===== src/rtl/bdq_pkg.sv =====
`default_nettype none

package bdq_pkg;

   // Fixed field widths of the request and response items
   localparam int OP_W     = 3;
   localparam int DATA_W   = 32;
   localparam int STATUS_W = 2;
   localparam int COUNT_W  = 8;
   localparam int CAP_W    = 8;

   // Packed bus widths, padded to whole bytes
   localparam int REQ_W = 40;
   localparam int RSP_W = 48;

   // Capacity after reset
   localparam logic [CAP_W-1:0] CAP_RESET = 8'd100;

   typedef enum logic [OP_W-1:0] {
      OP_PUSH_BACK  = 3'd0,
      OP_PUSH_FRONT = 3'd1,
      OP_POP_FRONT  = 3'd2,
      OP_POP_BACK   = 3'd3,
      OP_QUERY      = 3'd4
   } op_type;

   typedef enum logic [STATUS_W-1:0] {
      ST_OK       = 2'd0,
      ST_REJECTED = 2'd1,
      ST_EMPTY    = 2'd2,
      ST_EVICTED  = 2'd3
   } status_type;

   // One response item as produced by the engine
   typedef struct packed {
      logic               is_full;
      logic               is_empty;
      logic [COUNT_W-1:0] count;
      logic [DATA_W-1:0]  front_data;
      status_type         status;
   } result_type;

endpackage

`default_nettype wire


===== src/rtl/bdq_store.sv =====
`default_nettype none

// Ring storage: one write port, one registered read port.
// A write to the address being read in the same cycle is forwarded.
module bdq_store #(
   parameter int DEPTH      = 128,
   parameter int DATA_WIDTH = 32
) (
   input  wire logic                              clock,
   input  wire logic                              wr_en,
   input  wire logic [(DEPTH > 1 ? $clog2(DEPTH) : 1)-1:0] wr_addr,
   input  wire logic [DATA_WIDTH-1:0]             wr_data,
   input  wire logic [(DEPTH > 1 ? $clog2(DEPTH) : 1)-1:0] rd_addr,
   output logic      [DATA_WIDTH-1:0]             rd_data
);

   logic [DATA_WIDTH-1:0] mem [DEPTH];
   logic [DATA_WIDTH-1:0] rd_ff;
   logic                  byp_ff;
   logic [DATA_WIDTH-1:0] byp_data_ff;

   // memory write and registered read
   always_ff @(posedge clock) begin
      if (wr_en) begin
         mem[wr_addr] <= wr_data;
      end
      rd_ff <= mem[rd_addr];
   end

   // same-cycle write forwarding
   always_ff @(posedge clock) begin
      byp_ff      <= wr_en && (wr_addr == rd_addr);
      byp_data_ff <= wr_data;
   end

   assign rd_data = byp_ff ? byp_data_ff : rd_ff;

endmodule

`default_nettype wire


===== src/rtl/bdq_engine.sv =====
`default_nettype none

// Deque state (front pointer, count, cached front word) and the
// next-state update for one operation.
module bdq_engine #(
   parameter int DEPTH      = 128,
   parameter int DATA_WIDTH = 32
) (
   input  wire logic                          clock,
   input  wire logic                          reset,
   input  wire logic                          take,
   input  wire logic [bdq_pkg::OP_W-1:0]      op,
   input  wire logic [bdq_pkg::DATA_W-1:0]    data,
   input  wire logic [bdq_pkg::CAP_W-1:0]     capacity,
   output bdq_pkg::result_type                result
);

   localparam int AW = (DEPTH > 1) ? $clog2(DEPTH) : 1;
   localparam int CW = $clog2(DEPTH + 1);

   logic [AW-1:0]         fp_ff, fp_in;
   logic [CW-1:0]         count_ff, count_in;
   logic [DATA_WIDTH-1:0] front_ff, front_in;

   logic [CW-1:0]         limit;
   logic                  full;
   logic [DATA_WIDTH-1:0] word;
   logic [AW:0]           tail_sum;
   logic [AW-1:0]         tail_addr;
   logic [AW-1:0]         fp_dec;
   logic                  wr_req;
   logic [AW-1:0]         wr_addr;
   logic [AW-1:0]         rd_addr;
   logic [DATA_WIDTH-1:0] next_word;
   bdq_pkg::status_type   status;

   function automatic logic [AW-1:0] ring_inc(input logic [AW-1:0] p);
      logic [AW-1:0] r;
      if (p == AW'(DEPTH - 1)) begin
         r = '0;
      end else begin
         r = p + AW'(1);
      end
      return r;
   endfunction

   // effective capacity, clamped to 1 .. DEPTH
   always_comb begin
      if (capacity == '0) begin
         limit = CW'(1);
      end else if (32'(capacity) > 32'(DEPTH)) begin
         limit = CW'(DEPTH);
      end else begin
         limit = CW'(capacity);
      end
   end

   assign full = (count_ff >= limit);
   assign word = DATA_WIDTH'(data);

   // back slot and slot in front of the head
   assign tail_sum  = (AW + 1)'(fp_ff) + (AW + 1)'(count_ff);
   assign tail_addr = (tail_sum >= (AW + 1)'(DEPTH)) ? AW'(tail_sum - (AW + 1)'(DEPTH))
                                                     : AW'(tail_sum);
   assign fp_dec    = (fp_ff == '0) ? AW'(DEPTH - 1) : fp_ff - AW'(1);

   // operation decode and next state
   always_comb begin
      fp_in    = fp_ff;
      count_in = count_ff;
      front_in = front_ff;
      status   = bdq_pkg::ST_OK;
      wr_req   = 1'b0;
      wr_addr  = tail_addr;
      case (bdq_pkg::op_type'(op))
         bdq_pkg::OP_PUSH_BACK: begin
            if (full) begin
               status = bdq_pkg::ST_REJECTED;
            end else begin
               wr_req   = 1'b1;
               count_in = count_ff + CW'(1);
               if (count_ff == '0) begin
                  front_in = word;
               end
            end
         end
         bdq_pkg::OP_PUSH_FRONT: begin
            // when full the back entry is dropped, so the count holds
            if (full) begin
               status = bdq_pkg::ST_EVICTED;
            end else begin
               count_in = count_ff + CW'(1);
            end
            wr_req   = 1'b1;
            wr_addr  = fp_dec;
            fp_in    = fp_dec;
            front_in = word;
         end
         bdq_pkg::OP_POP_FRONT: begin
            if (count_ff == '0) begin
               status = bdq_pkg::ST_EMPTY;
            end else begin
               fp_in    = ring_inc(fp_ff);
               count_in = count_ff - CW'(1);
               front_in = next_word;
            end
         end
         bdq_pkg::OP_POP_BACK: begin
            if (count_ff == '0) begin
               status = bdq_pkg::ST_EMPTY;
            end else begin
               count_in = count_ff - CW'(1);
            end
         end
         default: begin
            // query and unused codes leave the state alone
         end
      endcase
   end

   // keep the entry behind the head prefetched for a front pop
   assign rd_addr = ring_inc(take ? fp_in : fp_ff);

   bdq_store #(
      .DEPTH      (DEPTH),
      .DATA_WIDTH (DATA_WIDTH)
   ) u_store (
      .clock   (clock),
      .wr_en   (take && wr_req),
      .wr_addr (wr_addr),
      .wr_data (word),
      .rd_addr (rd_addr),
      .rd_data (next_word)
   );

   // state registers
   always_ff @(posedge clock) begin
      if (reset) begin
         fp_ff    <= '0;
         count_ff <= '0;
      end else if (take) begin
         fp_ff    <= fp_in;
         count_ff <= count_in;
      end
   end

   always_ff @(posedge clock) begin
      if (take) begin
         front_ff <= front_in;
      end
   end

   // response fields after the step
   always_comb begin
      result.status     = status;
      result.front_data = (count_in == '0) ? '0 : bdq_pkg::DATA_W'(front_in);
      result.count      = bdq_pkg::COUNT_W'(count_in);
      result.is_empty   = (count_in == '0);
      result.is_full    = (count_in >= limit);
   end

endmodule

`default_nettype wire


===== src/rtl/bounded_deque_with_priority_push.sv =====
// Bounded deque with priority push.
// req channel: one operation per transfer (push back, priority push front,
//   pop front, pop back, query) with a data word.
// rsp channel: exactly one response per request, in order: status, front
//   word, entry count, empty and full flags, all as they stand after the step.
// csr channel: writes the capacity register (always ready); write it only
//   while no request is in flight. Values 0 and above DEPTH are clamped.
// Path: an accepted request passes the input register, the engine and the
//   result register, which drives rsp.
// Throughput: one request per cycle unless rsp stalls; the ring pointer,
//   count and one store port update together, next-to-front word prefetched.
// Reset empties the queue and sets the capacity to 100; store contents are
//   not cleared and are never visible.
// When rsp_tready is low the response is held and one more request is
//   buffered in the input register, after which req_tready drops.
`default_nettype none

module bounded_deque_with_priority_push #(
   parameter int DEPTH      = 128,
   parameter int DATA_WIDTH = 32
) (
   input  wire logic                        clock,
   input  wire logic                        reset,
   // req_tdata: [2:0] op, [34:3] data, [39:35] zero
   input  wire logic                        req_tvalid,
   output logic                             req_tready,
   input  wire logic [bdq_pkg::REQ_W-1:0]   req_tdata,
   // rsp_tdata: [1:0] status, [33:2] front_data, [41:34] count,
   //            [42] is_empty, [43] is_full, [47:44] zero
   output logic                             rsp_tvalid,
   input  wire logic                        rsp_tready,
   output logic [bdq_pkg::RSP_W-1:0]        rsp_tdata,
   input  wire logic                        csr_valid,
   output logic                             csr_ready,
   input  wire logic [bdq_pkg::CAP_W-1:0]   csr_data
);

   logic                          in_valid_ff, in_valid_in;
   logic [bdq_pkg::OP_W-1:0]      in_op_ff;
   logic [bdq_pkg::DATA_W-1:0]    in_data_ff;
   logic                          rsp_valid_ff, rsp_valid_in;
   bdq_pkg::result_type           rsp_ff;
   bdq_pkg::result_type           result;
   logic [bdq_pkg::CAP_W-1:0]     cap_ff;
   logic                          req_take;
   logic                          advance;

   // capacity register
   assign csr_ready = 1'b1;

   always_ff @(posedge clock) begin
      if (reset) begin
         cap_ff <= bdq_pkg::CAP_RESET;
      end else if (csr_valid && csr_ready) begin
         cap_ff <= csr_data;
      end
   end

   // handshake control
   assign advance    = in_valid_ff && (!rsp_valid_ff || rsp_tready);
   assign req_tready = !in_valid_ff || advance;
   assign req_take   = req_tvalid && req_tready;

   always_comb begin
      in_valid_in = in_valid_ff;
      if (req_take) begin
         in_valid_in = 1'b1;
      end else if (advance) begin
         in_valid_in = 1'b0;
      end
      rsp_valid_in = rsp_valid_ff;
      if (advance) begin
         rsp_valid_in = 1'b1;
      end else if (rsp_tready) begin
         rsp_valid_in = 1'b0;
      end
   end

   always_ff @(posedge clock) begin
      if (reset) begin
         in_valid_ff  <= 1'b0;
         rsp_valid_ff <= 1'b0;
      end else begin
         in_valid_ff  <= in_valid_in;
         rsp_valid_ff <= rsp_valid_in;
      end
   end

   // input register
   always_ff @(posedge clock) begin
      if (req_take) begin
         in_op_ff   <= req_tdata[bdq_pkg::OP_W-1:0];
         in_data_ff <= req_tdata[bdq_pkg::OP_W +: bdq_pkg::DATA_W];
      end
   end

   bdq_engine #(
      .DEPTH      (DEPTH),
      .DATA_WIDTH (DATA_WIDTH)
   ) u_engine (
      .clock    (clock),
      .reset    (reset),
      .take     (advance),
      .op       (in_op_ff),
      .data     (in_data_ff),
      .capacity (cap_ff),
      .result   (result)
   );

   // result register
   always_ff @(posedge clock) begin
      if (advance) begin
         rsp_ff <= result;
      end
   end

   assign rsp_tvalid = rsp_valid_ff;
   assign rsp_tdata  = {4'b0000, rsp_ff.is_full, rsp_ff.is_empty, rsp_ff.count,
                        rsp_ff.front_data, rsp_ff.status};

endmodule

`default_nettype wire


===== config.mk =====
export PLATFORM = sky130hd
export DESIGN_NAME = bounded_deque_with_priority_push
export DESIGN_NICKNAME = d
export VERILOG_FILES = /design/src/rtl/bdq_pkg.sv /design/src/rtl/bdq_store.sv /design/src/rtl/bdq_engine.sv /design/src/rtl/bounded_deque_with_priority_push.sv
export SDC_FILE = /design/constraint.sdc
export NUM_CORES = 2
export LEC_CHECK = 0
export BUFFER_PORTS_ARGS = -buffer_cell sky130_fd_sc_hd__buf_2
export CAP_MARGIN = 0
export CORE_MARGIN = 2
export CORE_UTILIZATION = 35
export DETAILED_ROUTE_END_ITERATION = 6
export PLACE_DENSITY = 0.51
export SYNTH_ARGS = -nofsm -noshare
export SYNTH_HDL_FRONTEND = slang
export SYNTH_SLANG_ARGS = --single-unit

===== constraint.sdc =====
create_clock -name clock -period 7.5 [get_ports clock]
set_input_delay 1.875 -clock clock [delete_from_list [all_inputs] [get_ports clock]]
set_output_delay 1.875 -clock clock [all_outputs]
set_load 0.05 [all_outputs]

==> out/metrics.cfg <==
[critical_path]
crit_path_start_kind=register
slowest_delay_ns=0.78
critical_path_class=reg -> reg
crit_path_end_kind=register
crit_required_ns=8.42
cp.arrival_ns=7.85
path_cells=inv_1 > ha_1 > or4b_1 > nor2_4 > mux2_2 > a221oi_1 > inv_1 > ha_4 > inv_1 > a31oi_1 > and3_1 > a21o_4 > buf_12 > buf_12 > buf_4 > nand2_1 > a31oi_1 > a2111oi_0 > buf_4 > a22oi_1 > buf_4 > and4_1
critPathMaxFanout=44
critPathSlowestCell=a2111oi_0

[clock_network]
cts_buffer_depth=4
cts_buffers=437
cts.clk_slew.worst_paths_ns=0.06
cts_hold_buf=0
cts_tree=built
cts_resized=0
clkLatencyLatePin_ns=1.04
cts-htree-levels=5
clock_tree.root_cell=clkbuf_16
cts.sinks=4297
post-cts-setup-buffer-count=0

[place]
dp_slack_ns=-0.0386
port_buffers=93
dpl.cell_count=17200
gp_congestion=0.868
dp_hpwl_mm=328

[power]
finalPower_mw=52.6
p_leak_nw=61.7
peakVddDrop_v=0.000204
power_density_nw_per_um2=271

[die]
core_sq_um=478000
dieWidth_um=696
rows=254
start_util_pct=35.1
die_h_um=696
dieArea_sq_um=484000
io-pin-count=104

[sta]
finalSetupViolCount=0
worstMarginPinSlew_ns=1.35
layout_setup_ws_ns=0.568
skew_ns=0.0676
fin_crit_ns=6.93
slew_headroom_pct=8.99
fmax_mhz=144
finalCritPeriodShare_pct=92.4
fin_tns_setup_ns=0
slew_viol_final=0
rsz0062_at_grt=no
hold_viol=0

[logic_synthesis]
synth.area.mux_share_pct=4.59
ys_ff_latch=4297
synth.avg_cell_area_sq_um=15.5
ys_warn_count=0
syn_area_sq_um=167000
synth_cell_types=86
yosysSeqAreaShare_pct=76.5
synth-xor-area-share_pct=0.145
synthAdderAreaFrac_pct=0.212
synth_ff_type=edfxtp_1
synth_cells=10800
synth_edf_count=4207
synth_simple_gate_area_share_pct=8.08
synthArstFlopShare_pct=0
synth_top_family_by_area=compound AO/OA/AOI/OAI gates
synth_compound_area_share_pct=8.46

[global_routing]
track_usage_pct=22.4
antenna_found_initial=76
grt_pass1_wl_mm=772
grt_overflow_total=0
grt_max_degree=134
grt_pass1_vias=97700

[detailed_routing]
viasPerCell=5.66
vias=102000
drt-initial-drc-count=14200
wirelength_mm=557
drc=0
wl_per_cell_um=30.8
drtPass1Iterations=7
antenna_left=0

[layout]
final_net_count=11300
stdcell_count=18100
fillers=43100
layout-area-overhead-vs-synth_pct=16.0
drive_gt1_share_pct=15.0

[worst_hold_path]
hold_class=reg -> reg

[run_status]
status=complete, no violations

[job]
maxCapViolCount=0

-- flip-flops by register name, summed over array words and instances (netlist names), 3 cells and up --
register / cells
u_engine.front_ff: 32
in_op_ff: 3
u_engine.u_store.rd_ff: 32
u_engine.count_ff: 8
u_engine.u_store.byp_data_ff: 32
cap_ff: 8
rsp_tdata: 44
in_data_ff: 32
u_engine.fp_ff: 7
u_engine.u_store.mem: 4096
-- report_power, final --
group | leakage, nW | internal, mW | total, mW | switching, mW
combinational | 16.1 | 1.13 | 4.19 | 3.06
clock | 6.94 | 12.4 | 21.8 | 9.37
sequential | 38.6 | 26.5 | 26.6 | 0.117
total | 61.7 | 40.1 | 52.6 | 12.5
-- logic make-up (layout without fill, tap and decap cells) --
kind of cell | after synthesis | count (layout)
flip-flops | 4297 | 4297
AND/OR/NAND/NOR | 3022 | 3022
AO/OA/AOI/OAI | 2032 | 2032
buffers and inverters | 768 | 1553
multiplexers | 641 | 641
adder cells (fa/ha/maj) | 28 | 28
XOR/XNOR | 26 | 26
other | 2 | 71
-- cell usage in the layout, fill, tap and decap left out, types with 19 or more instances in the layout --
master	n
buf_12	79
clkinv_1	107
o221ai_1	386
clkbuf_16	448
a311oi_1	203
a31oi_1	194
nand2_1	1775
ha_1	25
and3_1	187
nor2_4	132
a22oi_1	19
o21a_1	37
nor4_1	164
mux2_2	87
nor2b_1	43
o21ai_0	156
diode_2	66
clkbuf_1	95
and2_1	190
o22a_1	33
nand3_1	218
a32o_1	19
clkinv_2	80
mux4_2	93
bufinv_16	42
buf_2	93
nor3_1	40
dfxtp_1	89
nor2_1	152
buf_4	551
a21oi_1	541
and4_1	28
mux2i_1	458
o22ai_1	103
nor4_2	23
edfxtp_1	4207
a211oi_1	206
-- critical path, delay by kind of cell, from the launching register on --
family / cells / cell delay [ns]
adders and majority gates: 2 / 0.42
muxes: 1 / 0.35
and+or+nand+nor: 5 / 1.56
AOI/OAI and AO/OA: 6 / 2.11
buffers and inverters: 8 / 1.82
DFF: 1 / 0.45
-- worst paths after layout --
check	cells past startpoint	slack (ns)	to	from
worst max-delay path	22	0.57	u_engine.u_store.rd_ff[9]$_DFF_P_	u_engine.count_ff[1]$_SDFFE_PP0P_
worst min register to register	2	0.52	cap_ff[0]$_SDFFE_PP0P_	cap_ff[0]$_SDFFE_PP0P_
worst min-delay path	2	0.52	cap_ff[0]$_SDFFE_PP0P_	cap_ff[0]$_SDFFE_PP0P_
worst max register to register	22	0.57	u_engine.u_store.rd_ff[9]$_DFF_P_	u_engine.count_ff[1]$_SDFFE_PP0P_
-- per-layer routing --
metal / wire length (um) / GRT usage, % / up-vias
li1: - / - / 43300
met1: 234000 / 31.8 / 53300
met2: 255000 / 34.9 / 4928
met3: 50200 / 4.06 / 783
met4: 17400 / 6.81 / 36
met5: 236 / 0 / -
-- metrics by stage --
| stage | hold slack [ns] | cell area (sq um) | utilization, % |
|---|---|---|---|
| 5_1_grt | 0.591 | 194000 | 40.7 |
| 6_report | 0.525 | 194000 | 40.7 |
| 4_1_cts | 0.535 | 194000 | 40.6 |
| 3_3_place_gp | 0.502 | 180000 | 37.7 |
| 2_1_floorplan | 0.461 | 167000 | - |
| 3_5_place_dp | 0.518 | 180000 | 37.7 |
-- synthesized netlist by cell type, types with 5 or more instances --
| library cell | number | share of area (%) |
|---|---|---|
| a21oi_1 | 543 | 1.6 |
| clkbuf_1 | 376 | 0.84 |
| buf_4 | 30 | 0.13 |
| a32o_1 | 19 | 0.11 |
| a221o_1 | 5 | 0.030 |
| a221oi_1 | 5 | 0.026 |
| edfxtp_1 | 4207 | 75 |
| o221ai_1 | 386 | 2.0 |
| nor4_1 | 187 | 0.70 |
| o21a_1 | 38 | 0.17 |
| a211oi_1 | 208 | 0.93 |
| inv_1 | 19 | 0.043 |
| buf_2 | 253 | 0.76 |
| mux4_2 | 93 | 1.3 |
| ha_1 | 26 | 0.19 |
| mux2_2 | 87 | 0.59 |
| or3_1 | 10 | 0.037 |
| a32oi_1 | 9 | 0.047 |
| and2_1 | 191 | 0.71 |
| mux2i_1 | 461 | 2.8 |
| nor2b_1 | 43 | 0.16 |
| o21ai_0 | 157 | 0.47 |
| xor2_1 | 6 | 0.031 |
| nand2_1 | 1790 | 4.0 |
| a21o_1 | 11 | 0.049 |
| and4_1 | 28 | 0.15 |
| nand4_1 | 11 | 0.041 |
| a22o_1 | 10 | 0.052 |
| buf_1 | 83 | 0.19 |
| o22a_1 | 33 | 0.17 |
| dfxtp_1 | 90 | 1.1 |
| or4_1 | 10 | 0.045 |
| a2111oi_0 | 25 | 0.13 |
| and3_1 | 187 | 0.70 |
| a211o_1 | 7 | 0.037 |
| xnor2_1 | 18 | 0.094 |
| a311oi_1 | 213 | 1.1 |
| nand3_1 | 218 | 0.65 |
| o22ai_1 | 103 | 0.38 |
| o211ai_1 | 7 | 0.031 |
| a22oi_1 | 20 | 0.090 |
| nor2_1 | 284 | 0.64 |
| nor3_1 | 40 | 0.12 |
| a31oi_1 | 194 | 0.72 |
-- final cells by class --
class                      instances  area [sq um]  area share [%]
tap                             6400          8010            4.12
inverter                          21          87.6          0.0451
antenna                           66           165          0.0850
multi-input combinational       5754         37500            19.3
clock buffer                     549         11600            6.00
sequential                      4297        128000            66.0
timing repair buffer             723          6180            3.18
clock inverter                   260          2530            1.30
Power figures use the tool's default switching activity.
